[src/hw/rtl/fa_pkg.sv]
// fa_pkg: shared constants for the fraction alu (command codes, field widths)
// no dependencies; used by the interfaces, the top level and the bench

package fa_pkg;

    localparam int OPERAND_WIDTH = 16;
    localparam int CMD_W         = 3;
    localparam int NUM_OUT_W     = 33;
    localparam int DEN_OUT_W     = 32;

    localparam logic [CMD_W-1:0] CMD_ADD = 3'd0;
    localparam logic [CMD_W-1:0] CMD_SUB = 3'd1;
    localparam logic [CMD_W-1:0] CMD_MUL = 3'd2;
    localparam logic [CMD_W-1:0] CMD_DIV = 3'd3;
    localparam logic [CMD_W-1:0] CMD_RED = 3'd4;

    // any code with this bit set reduces the first fraction
    localparam int CMD_RED_BIT = 2;

endpackage

[src/hw/rtl/fa_if.sv]
// fa_in_if / fa_out_if: valid/ready channels of the fraction alu
// depends on fa_pkg for widths

interface fa_in_if #(
    parameter int OPERAND_WIDTH = fa_pkg::OPERAND_WIDTH
);
    logic                            valid;
    logic                            ready;
    logic [fa_pkg::CMD_W-1:0]        cmd;
    logic signed [OPERAND_WIDTH-1:0] a_num;
    logic signed [OPERAND_WIDTH-1:0] a_den;
    logic signed [OPERAND_WIDTH-1:0] b_num;
    logic signed [OPERAND_WIDTH-1:0] b_den;

    modport source (output valid, cmd, a_num, a_den, b_num, b_den, input ready);
    modport sink   (input valid, cmd, a_num, a_den, b_num, b_den, output ready);
endinterface

interface fa_out_if;
    logic                                valid;
    logic                                ready;
    logic signed [fa_pkg::NUM_OUT_W-1:0] result_num;
    logic signed [fa_pkg::DEN_OUT_W-1:0] result_den;
    logic                                status;

    modport source (output valid, result_num, result_den, status, input ready);
    modport sink   (input valid, result_num, result_den, status, output ready);
endinterface

[src/hw/rtl/fraction_alu_with_reduction_top.sv]
// channel   dir  modport  word
// i_in      in   sink     cmd, a_num, a_den, b_num, b_den
// o_out     out  source   result_num, result_den, status
//
// one word at a time: reduce skips the shared multiplier; mul/div use it in S_MUL0 and
// S_MUL1, add/sub also in S_MUL2 and then S_SUM; then S_LAUNCH and fa_gcd: a binary gcd
// loop, then two restoring divisions of 2*OPERAND_WIDTH-bit magnitudes
// a zero numerator skips the gcd
// synchronous active-low reset clears the sequencer and the output valid; no ready in reset
// the result waits in an output register while the next word is taken; a full one stalls
// depends on fa_pkg, fa_if.sv and fa_gcd

module fraction_alu_with_reduction_top #(
    parameter int OPERAND_WIDTH = fa_pkg::OPERAND_WIDTH
) (
    input  logic       i_clk,
    input  logic       i_rst_n,
    fa_in_if.sink      i_in,
    fa_out_if.source   o_out
);

    localparam int W    = OPERAND_WIDTH;
    localparam int MW   = 2 * W;
    localparam int NW   = fa_pkg::NUM_OUT_W;
    localparam int DW   = fa_pkg::DEN_OUT_W;
    localparam int MAXW = (MW > NW) ? MW : NW;

    localparam logic [2:0] S_IDLE   = 3'd0;
    localparam logic [2:0] S_MUL0   = 3'd1;
    localparam logic [2:0] S_MUL1   = 3'd2;
    localparam logic [2:0] S_MUL2   = 3'd3;
    localparam logic [2:0] S_SUM    = 3'd4;
    localparam logic [2:0] S_LAUNCH = 3'd5;
    localparam logic [2:0] S_WAIT   = 3'd6;
    localparam logic [2:0] S_DONE   = 3'd7;

    function automatic logic [W-1:0] mag_of(input logic [W-1:0] v);
        return v[W-1] ? (~v + 1'b1) : v;
    endfunction

    logic [2:0]                r_state;
    logic [fa_pkg::CMD_W-1:0]  r_cmd;
    logic                      r_an_s, r_ad_s, r_bn_s, r_bd_s;
    logic [W-1:0]              r_an_m, r_ad_m, r_bn_m, r_bd_m;
    logic                      r_num_neg, r_den_neg, r_t_neg;
    logic [MW-1:0]             r_num_mag, r_den_mag, r_t_mag;
    logic                      r_stat;

    logic                      r_out_valid;
    logic signed [NW-1:0]      r_res_num;
    logic signed [DW-1:0]      r_res_den;
    logic                      r_res_stat;

    logic                      in_fire;
    logic [W-1:0]              mul_x, mul_y;
    logic                      mul_sx, mul_sy;
    logic [MW-1:0]             prod;
    logic                      prod_neg;

    logic                      sum_same, sum_ge;
    logic [MW-1:0]             sum_mag;
    logic                      sum_neg;

    logic                      gcd_start, gcd_done;
    logic [MW-1:0]             gcd_qn, gcd_qd;

    logic [MAXW-1:0]           num_ext, den_ext, num_val, den_val;
    logic                      out_free;

    assign in_fire    = i_in.valid && i_in.ready;
    assign i_in.ready = (r_state == S_IDLE) && i_rst_n;
    assign out_free   = !r_out_valid || o_out.ready;

    // operand select for the shared multiplier
    always_comb begin
        unique case (r_state)
            S_MUL0: begin
                mul_x  = r_an_m;
                mul_sx = r_an_s;
                mul_y  = (r_cmd == fa_pkg::CMD_MUL) ? r_bn_m : r_bd_m;
                mul_sy = (r_cmd == fa_pkg::CMD_MUL) ? r_bn_s : r_bd_s;
            end
            S_MUL1: begin
                mul_x  = r_ad_m;
                mul_sx = r_ad_s;
                mul_y  = (r_cmd == fa_pkg::CMD_DIV) ? r_bn_m : r_bd_m;
                mul_sy = (r_cmd == fa_pkg::CMD_DIV) ? r_bn_s : r_bd_s;
            end
            default: begin
                mul_x  = r_bn_m;
                mul_sx = r_bn_s;
                mul_y  = r_ad_m;
                mul_sy = r_ad_s;
            end
        endcase
        prod     = mul_x * mul_y;
        // second cross term of a subtract takes the opposite sign
        prod_neg = (prod != '0) && (mul_sx ^ mul_sy ^
                   ((r_state == S_MUL2) && (r_cmd == fa_pkg::CMD_SUB)));
    end

    // sign-magnitude add of the two cross terms
    always_comb begin
        sum_same = (r_num_neg == r_t_neg);
        sum_ge   = (r_num_mag >= r_t_mag);
        if (sum_same) begin
            sum_mag = r_num_mag + r_t_mag;
            sum_neg = r_num_neg;
        end else if (sum_ge) begin
            sum_mag = r_num_mag - r_t_mag;
            sum_neg = r_num_neg;
        end else begin
            sum_mag = r_t_mag - r_num_mag;
            sum_neg = r_t_neg;
        end
        if (sum_mag == '0) begin
            sum_neg = 1'b0;
        end
    end

    assign gcd_start = (r_state == S_LAUNCH) && (r_num_mag != '0);

    fa_gcd #(
        .MW (MW)
    ) u_gcd (
        .i_clk   (i_clk),
        .i_rst_n (i_rst_n),
        .i_start (gcd_start),
        .i_num   (r_num_mag),
        .i_den   (r_den_mag),
        .o_done  (gcd_done),
        .o_q_num (gcd_qn),
        .o_q_den (gcd_qd)
    );

    always_ff @(posedge i_clk) begin
        if (!i_rst_n) begin
            r_state <= S_IDLE;
        end else begin
            unique case (r_state)
                S_IDLE: begin
                    if (in_fire) begin
                        r_cmd  <= i_in.cmd;
                        r_an_s <= i_in.a_num[W-1];
                        r_ad_s <= i_in.a_den[W-1];
                        r_bn_s <= i_in.b_num[W-1];
                        r_bd_s <= i_in.b_den[W-1];
                        r_an_m <= mag_of(i_in.a_num);
                        r_ad_m <= mag_of(i_in.a_den);
                        r_bn_m <= mag_of(i_in.b_num);
                        r_bd_m <= mag_of(i_in.b_den);
                        if (i_in.cmd[fa_pkg::CMD_RED_BIT]) begin
                            r_num_neg <= i_in.a_num[W-1];
                            r_den_neg <= i_in.a_den[W-1];
                            r_num_mag <= {{W{1'b0}}, mag_of(i_in.a_num)};
                            r_den_mag <= {{W{1'b0}}, mag_of(i_in.a_den)};
                            r_state   <= S_LAUNCH;
                        end else begin
                            r_state   <= S_MUL0;
                        end
                    end
                end
                S_MUL0: begin
                    r_num_mag <= prod;
                    r_num_neg <= prod_neg;
                    r_state   <= S_MUL1;
                end
                S_MUL1: begin
                    r_den_mag <= prod;
                    r_den_neg <= prod_neg;
                    if (r_cmd == fa_pkg::CMD_ADD || r_cmd == fa_pkg::CMD_SUB) begin
                        r_state <= S_MUL2;
                    end else begin
                        r_state <= S_LAUNCH;
                    end
                end
                S_MUL2: begin
                    r_t_mag <= prod;
                    r_t_neg <= prod_neg;
                    r_state <= S_SUM;
                end
                S_SUM: begin
                    r_num_mag <= sum_mag;
                    r_num_neg <= sum_neg;
                    r_state   <= S_LAUNCH;
                end
                S_LAUNCH: begin
                    r_stat <= (r_den_mag == '0);
                    if (r_num_mag == '0) begin
                        // zero numerator reads as 0/1
                        r_num_neg <= 1'b0;
                        r_den_neg <= 1'b0;
                        r_den_mag <= MW'(1);
                        r_state   <= S_DONE;
                    end else begin
                        r_state   <= S_WAIT;
                    end
                end
                S_WAIT: begin
                    if (gcd_done) begin
                        r_num_mag <= gcd_qn;
                        r_den_mag <= gcd_qd;
                        r_state   <= S_DONE;
                    end
                end
                S_DONE: begin
                    if (out_free) begin
                        r_state <= S_IDLE;
                    end
                end
                default: begin
                    r_state <= S_IDLE;
                end
            endcase
        end
    end

    // apply signs and cut to the output field widths
    always_comb begin
        num_ext = MAXW'(r_num_mag);
        den_ext = MAXW'(r_den_mag);
        num_val = r_num_neg ? (~num_ext + 1'b1) : num_ext;
        den_val = r_den_neg ? (~den_ext + 1'b1) : den_ext;
    end

    always_ff @(posedge i_clk) begin
        if (!i_rst_n) begin
            r_out_valid <= 1'b0;
        end else if ((r_state == S_DONE) && out_free) begin
            r_out_valid <= 1'b1;
        end else if (o_out.ready) begin
            r_out_valid <= 1'b0;
        end
    end

    always_ff @(posedge i_clk) begin
        if ((r_state == S_DONE) && out_free) begin
            r_res_num  <= num_val[NW-1:0];
            r_res_den  <= den_val[DW-1:0];
            r_res_stat <= r_stat;
        end
    end

    assign o_out.valid      = r_out_valid;
    assign o_out.result_num = r_res_num;
    assign o_out.result_den = r_res_den;
    assign o_out.status     = r_res_stat;

    a_gcd_only_waiting: assert property (@(posedge i_clk) disable iff (!i_rst_n)
        gcd_done |-> (r_state == S_WAIT))
        else $error("top: gcd finished outside the wait state");

    a_no_overwrite: assert property (@(posedge i_clk) disable iff (!i_rst_n)
        (r_out_valid && !o_out.ready) |=> r_out_valid)
        else $error("top: pending word dropped");

    a_zero_num_one: assert property (@(posedge i_clk) disable iff (!i_rst_n)
        ((r_state == S_DONE) && (r_num_mag == '0)) |-> (r_den_mag == MW'(1) && !r_den_neg))
        else $error("top: zero numerator not reported as 0/1");

endmodule

[src/hw/rtl/fa_gcd.sv]
// fa_gcd: binary gcd of two magnitudes, then both divided by it (restoring)
// one shared subtractor serves the gcd loop and both divisions; no package use

module fa_gcd #(
    parameter int MW = 32
) (
    input  logic          i_clk,
    input  logic          i_rst_n,
    input  logic          i_start,
    input  logic [MW-1:0] i_num,
    input  logic [MW-1:0] i_den,
    output logic          o_done,
    output logic [MW-1:0] o_q_num,
    output logic [MW-1:0] o_q_den
);

    localparam int CW = $clog2(MW);

    localparam logic [2:0] G_IDLE  = 3'd0;
    localparam logic [2:0] G_GCD   = 3'd1;
    localparam logic [2:0] G_SHIFT = 3'd2;
    localparam logic [2:0] G_DIVN  = 3'd3;
    localparam logic [2:0] G_DIVD  = 3'd4;
    localparam logic [2:0] G_DONE  = 3'd5;

    logic [2:0]    r_state;
    logic [MW-1:0] r_a, r_b, r_n, r_d, r_g, r_r, r_q, r_qn;
    logic [CW-1:0] r_k, r_cnt;

    logic          a_ge_b;
    logic [MW:0]   div_sh;
    logic [MW:0]   sub_x, sub_y;
    logic [MW+1:0] diff;
    logic          sub_ok;
    logic          last_step;
    logic [MW-1:0] q_next;

    assign a_ge_b    = (r_a >= r_b);
    assign div_sh    = {r_r, r_q[MW-1]};
    assign last_step = (r_cnt == CW'(MW - 1));

    // shared subtractor: |a-b| in the gcd loop, trial subtract in division
    always_comb begin
        if (r_state == G_GCD) begin
            sub_x = a_ge_b ? {1'b0, r_a} : {1'b0, r_b};
            sub_y = a_ge_b ? {1'b0, r_b} : {1'b0, r_a};
        end else begin
            sub_x = div_sh;
            sub_y = {1'b0, r_g};
        end
        diff   = {1'b0, sub_x} - {1'b0, sub_y};
        sub_ok = !diff[MW+1];
        q_next = {r_q[MW-2:0], sub_ok};
    end

    always_ff @(posedge i_clk) begin
        if (!i_rst_n) begin
            r_state <= G_IDLE;
        end else begin
            unique case (r_state) inside
                G_IDLE: begin
                    if (i_start) begin
                        r_a     <= i_num;
                        r_b     <= i_den;
                        r_n     <= i_num;
                        r_d     <= i_den;
                        r_k     <= '0;
                        r_state <= G_GCD;
                    end
                end
                G_GCD: begin
                    if (r_a == '0 || r_b == '0) begin
                        r_g     <= r_a | r_b;
                        r_state <= G_SHIFT;
                    end else if (!r_a[0] && !r_b[0]) begin
                        r_a <= r_a >> 1;
                        r_b <= r_b >> 1;
                        r_k <= r_k + 1'b1;
                    end else if (!r_a[0]) begin
                        r_a <= r_a >> 1;
                    end else if (!r_b[0]) begin
                        r_b <= r_b >> 1;
                    end else if (a_ge_b) begin
                        r_a <= diff[MW-1:0];
                    end else begin
                        r_b <= diff[MW-1:0];
                    end
                end
                G_SHIFT: begin
                    // put back the common powers of two
                    r_g     <= r_g << r_k;
                    r_r     <= '0;
                    r_q     <= r_n;
                    r_cnt   <= '0;
                    r_state <= G_DIVN;
                end
                G_DIVN, G_DIVD: begin
                    r_r   <= sub_ok ? diff[MW-1:0] : div_sh[MW-1:0];
                    r_q   <= q_next;
                    r_cnt <= r_cnt + 1'b1;
                    if (last_step) begin
                        r_cnt <= '0;
                        if (r_state == G_DIVN) begin
                            r_qn    <= q_next;
                            r_r     <= '0;
                            r_q     <= r_d;
                            r_state <= G_DIVD;
                        end else begin
                            r_state <= G_DONE;
                        end
                    end
                end
                G_DONE: begin
                    r_state <= G_IDLE;
                end
                default: begin
                    r_state <= G_IDLE;
                end
            endcase
        end
    end

    assign o_done  = (r_state == G_DONE);
    assign o_q_num = r_qn;
    assign o_q_den = r_q;

    a_start_idle: assert property (@(posedge i_clk) disable iff (!i_rst_n)
        i_start |-> (r_state == G_IDLE))
        else $error("fa_gcd: start while busy");

    a_rem_below_div: assert property (@(posedge i_clk) disable iff (!i_rst_n)
        (r_state == G_DIVN || r_state == G_DIVD) |-> (r_r < r_g))
        else $error("fa_gcd: remainder not below divisor");

    a_gcd_nonzero: assert property (@(posedge i_clk) disable iff (!i_rst_n)
        (r_state == G_SHIFT) |-> (r_g != '0))
        else $error("fa_gcd: zero gcd");

    a_done_pulse: assert property (@(posedge i_clk) disable iff (!i_rst_n)
        o_done |=> !o_done)
        else $error("fa_gcd: done held longer than one cycle");

endmodule

[src/flat_wrapper.sv]
// flat-port wrapper written by rule: the top's interface ports become plain ports
module fraction_alu_with_reduction_top_flat 
#(
    parameter int OPERAND_WIDTH = fa_pkg::OPERAND_WIDTH
)
  (i_clk, i_rst_n, i_in_valid, i_in_cmd, i_in_a_num, i_in_a_den, i_in_b_num, i_in_b_den, i_in_ready, o_out_valid, o_out_result_num, o_out_result_den, o_out_status, o_out_ready);
  fa_in_if #(.OPERAND_WIDTH(OPERAND_WIDTH)) i_in_i ();
  fa_out_if o_out_i ();
  input  logic i_clk;
  input  logic i_rst_n;
  input wire logic [$bits(i_in_i.valid)-1:0] i_in_valid;
  input wire logic [$bits(i_in_i.cmd)-1:0] i_in_cmd;
  input wire logic [$bits(i_in_i.a_num)-1:0] i_in_a_num;
  input wire logic [$bits(i_in_i.a_den)-1:0] i_in_a_den;
  input wire logic [$bits(i_in_i.b_num)-1:0] i_in_b_num;
  input wire logic [$bits(i_in_i.b_den)-1:0] i_in_b_den;
  output wire logic [$bits(i_in_i.ready)-1:0] i_in_ready;
  output wire logic [$bits(o_out_i.valid)-1:0] o_out_valid;
  output wire logic [$bits(o_out_i.result_num)-1:0] o_out_result_num;
  output wire logic [$bits(o_out_i.result_den)-1:0] o_out_result_den;
  output wire logic [$bits(o_out_i.status)-1:0] o_out_status;
  input wire logic [$bits(o_out_i.ready)-1:0] o_out_ready;
  assign i_in_i.valid = i_in_valid;
  assign i_in_i.cmd = i_in_cmd;
  assign i_in_i.a_num = i_in_a_num;
  assign i_in_i.a_den = i_in_a_den;
  assign i_in_i.b_num = i_in_b_num;
  assign i_in_i.b_den = i_in_b_den;
  assign i_in_ready = i_in_i.ready;
  assign o_out_valid = o_out_i.valid;
  assign o_out_result_num = o_out_i.result_num;
  assign o_out_result_den = o_out_i.result_den;
  assign o_out_status = o_out_i.status;
  assign o_out_i.ready = o_out_ready;
  fraction_alu_with_reduction_top #(.OPERAND_WIDTH(OPERAND_WIDTH)) u_core (.i_clk(i_clk), .i_rst_n(i_rst_n), .i_in(i_in_i), .o_out(o_out_i));
endmodule
[config.mk]
export PLATFORM = sky130hd
export DESIGN_NAME = fraction_alu_with_reduction_top_flat
export DESIGN_NICKNAME = d
export VERILOG_FILES = /design/src/hw/rtl/fa_pkg.sv /design/src/hw/rtl/fa_if.sv /design/src/hw/rtl/fraction_alu_with_reduction_top.sv /design/src/hw/rtl/fa_gcd.sv /design/src/flat_wrapper.sv
export SDC_FILE = /design/constraint.sdc
export NUM_CORES = 2
export LEC_CHECK = 0
export BUFFER_PORTS_ARGS = -buffer_cell sky130_fd_sc_hd__clkbuf_2
export CAP_MARGIN = 20
export CORE_MARGIN = 4
export CORE_UTILIZATION = 60
export CTS_CLUSTER_DIAMETER = 30
export DETAILED_ROUTE_END_ITERATION = 10
export PLACE_DENSITY = 0.79
export SETUP_SLACK_MARGIN = 0.5
export SKIP_LAST_GASP = 1
export SLEW_MARGIN = 20
export SYNTH_ARGS = -nofsm -noshare
export SYNTH_HDL_FRONTEND = slang
export SYNTH_SLANG_ARGS = --single-unit
[constraint.sdc]
create_clock -name i_clk -period 13 [get_ports i_clk]
set_input_delay 2.6 -clock i_clk [delete_from_list [all_inputs] [get_ports i_clk]]
set_output_delay 2.6 -clock i_clk [all_outputs]
set_load 0.02 [all_outputs]
==> metrics.cfg <==
[timing]
clock.fmax_mhz=97.7
setup_viol=0
finalClockSkew_ps=65.3
hold_viol=0
fin_ws_ps=2760
rsz0062_at_grt=no
tightest_slew_ps=1210
slew_headroom=0.188
setup_tns_ps=0
fin_crit_ps=10240
final-max-slew-violation-count=0
finalCritPeriodShare=0.788

[final_layout]
multiInputGateArea_um2=25500
final_cell_mix=nand2_1, edfxtp_1, nor2_1
drive_gt1_frac=0.0994
layout_commonest_cell=nand2_1
fillers=5642
fin_nets=5373
ff_latch_area_um2=15300
syn_to_final_growth_pct=12.2

[clocking]
cts_tree=built
post_cts_buffers=0
clock_path_buffers=3
clock-root-buffer=clkbuf_16
cts.clk_slew.worst_paths_ps=50
cts-resized-gates=0
hold_buffers=0
insertion_delay_ps=700
cts_buffers=105
cts.sink_count=510
htreeDepth=3

[critical_path]
r2r_slack_ps=2760
path_max_fanout=55
critPathBufInv=7
start_kind=register
arrival_ps=10670
cp_top_family=adder cells
slowest_stage=dfxtp_4
cp_common_cell=fa_1
critical_path_class=reg -> reg
required_ps=13430
slowest_delay_ps=720
critPathCaptureType=register

[route]
final_antenna_net_count=0
avgRoutedWirePerCell_um=27.3
via_per_inst=6.73
drc=0
vias=39300
routed_wl_mm=160
drtIter0Drc=5087
first_pass_iters=9

[synth]
synth_area_um2=43200
synthArstFlopShare=0
synthesis.nets=5317
synth_cell_types=94
syn_inst=4744
syn_avg_cell_area_um2=9.12
synth-seq-cells=510
ys.flop_type=edfxtp_1
synth_edf_count=503
ys_seq_area_frac=0.353
yosys_warnings=0

[placement]
gp_congestion=1.02
pre_cts_ws_ps=2990
dp_hpwl_mm=121
port_buffers=138

[floorplan]
ioPinCount=139
die_w_um=276
initial_utilization=0.605
core_area_um2=71500
row_count=98
die_h_um=276
die_area_um2=76400

[global_routing]
grtUsageTotal=0.403
grt_pass1_vias=37300
grt-ovfl-total=0
grt_max_degree=117
antenna_found_initial=5
grt_pass1_wl_mm=234

[worst_hold_path]
holdCritPathClass=reg -> reg

[job]
maxCapViolations=0

[outcome]
status=finished clean

==> layer usage <==
metal | wire, um | share of wire | track usage
met1 | 56600 | 0.35 | 0.498
met2 | 71100 | 0.45 | 0.634
met3 | 19000 | 0.12 | 0.103
met4 | 12700 | 0.080 | 0.257
met5 | 52 | 0.00033 | 0
==> sequential cells by signal, indices dropped and copies added, names as in the netlist, 5 cells and up <==
| signal | cells |
|---|---|
| u_core.r_num_mag | 32 |
| u_core.r_ad_m | 16 |
| u_core.r_t_mag | 32 |
| u_core.u_gcd.r_g | 32 |
| u_core.u_gcd.r_b | 32 |
| u_core.u_gcd.r_cnt | 5 |
| u_core.o_out.result_den | 32 |
| u_core.u_gcd.r_d | 32 |
| u_core.r_bd_m | 16 |
| u_core.u_gcd.o_q_num | 32 |
| u_core.o_out.result_num | 33 |
| u_core.r_den_mag | 32 |
| u_core.u_gcd.o_q_den | 32 |
| u_core.u_gcd.r_a | 32 |
| u_core.u_gcd.r_n | 32 |
| u_core.u_gcd.r_k | 5 |
| u_core.r_an_m | 16 |
| u_core.u_gcd.r_r | 32 |
| u_core.r_bn_m | 16 |
==> synthesized netlist by cell type (all sizes together) (28+ instances only) <==
cell    count  share of area
nand4      28         0.0041
nor2      489          0.042
edfxtp    503           0.35
fa        198          0.092
nor3       68         0.0079
clkbuf    221          0.020
o211ai     31         0.0055
buf        33         0.0031
a31oi      50         0.0072
o21ai     238          0.028
a211oi     34         0.0059
a22oi      52         0.0090
o22ai      40         0.0058
mux2i      66          0.015
inv       455          0.039
xor2       36         0.0073
ha        304          0.088
or3        41         0.0059
a21oi     402          0.047
a221oi     52          0.011
a21o       59          0.010
o31ai      45         0.0078
nor4       42         0.0062
nand2     588          0.051
nand3      51         0.0059
xnor2     163          0.033
and2       31         0.0045
nand2b     52         0.0075
nor2b      36         0.0054
==> stage by stage <==
step | cell area, um2 | std cells | hold slack (ps) | util
after floorplan | 43200 | 4744 | 400 | -
after global placement | 44800 | 5642 | 437 | 0.626
after detailed placement | 44800 | 5642 | 458 | 0.626
after CTS | 48500 | 5836 | 467 | 0.678
after global routing | 48500 | 5837 | 481 | 0.679
final | 48500 | 5839 | 451 | 0.679
==> cell type report <==
type	instances	share of cell area
multi-input cells	3524	0.525
inverters	455	0.0352
clock inverters	80	0.0210
flip-flops and latches	510	0.314
well taps	950	0.0245
clock buffers	114	0.0555
diodes	2	0.000103
repair buffers	204	0.0245
==> path summary, 6_finish.rpt <==
check	from	endpoint	cells past startpoint
setup / recovery	u_core.r_state[1]	u_core.r_den_neg	32
hold / removal	u_core.u_gcd.o_q_den[4]	u_core.u_gcd.o_q_num[5]	0
setup reg to reg	u_core.r_state[1]	u_core.r_den_neg	32
hold reg to reg	u_core.u_gcd.o_q_den[4]	u_core.u_gcd.o_q_num[5]	0
==> kinds of logic (layout without fill, tap and decap cells) <==
group	count (synthesis)	count (layout)	synth area share
DFF	510	510	0.353
AOI/OAI and AO/OA	1204	1204	0.178
muxes	99	99	0.0299
and+or+nand+nor	1520	1520	0.157
xor gates and xnor gates	199	199	0.0403
other	0	2	0
buffers and inverters	710	853	0.0632
adders and majority gates	502	502	0.180
Power is left out: the tool's default activity adds up to more than one toggle a clock period on the data nets, which glitch-free logic cannot reach.
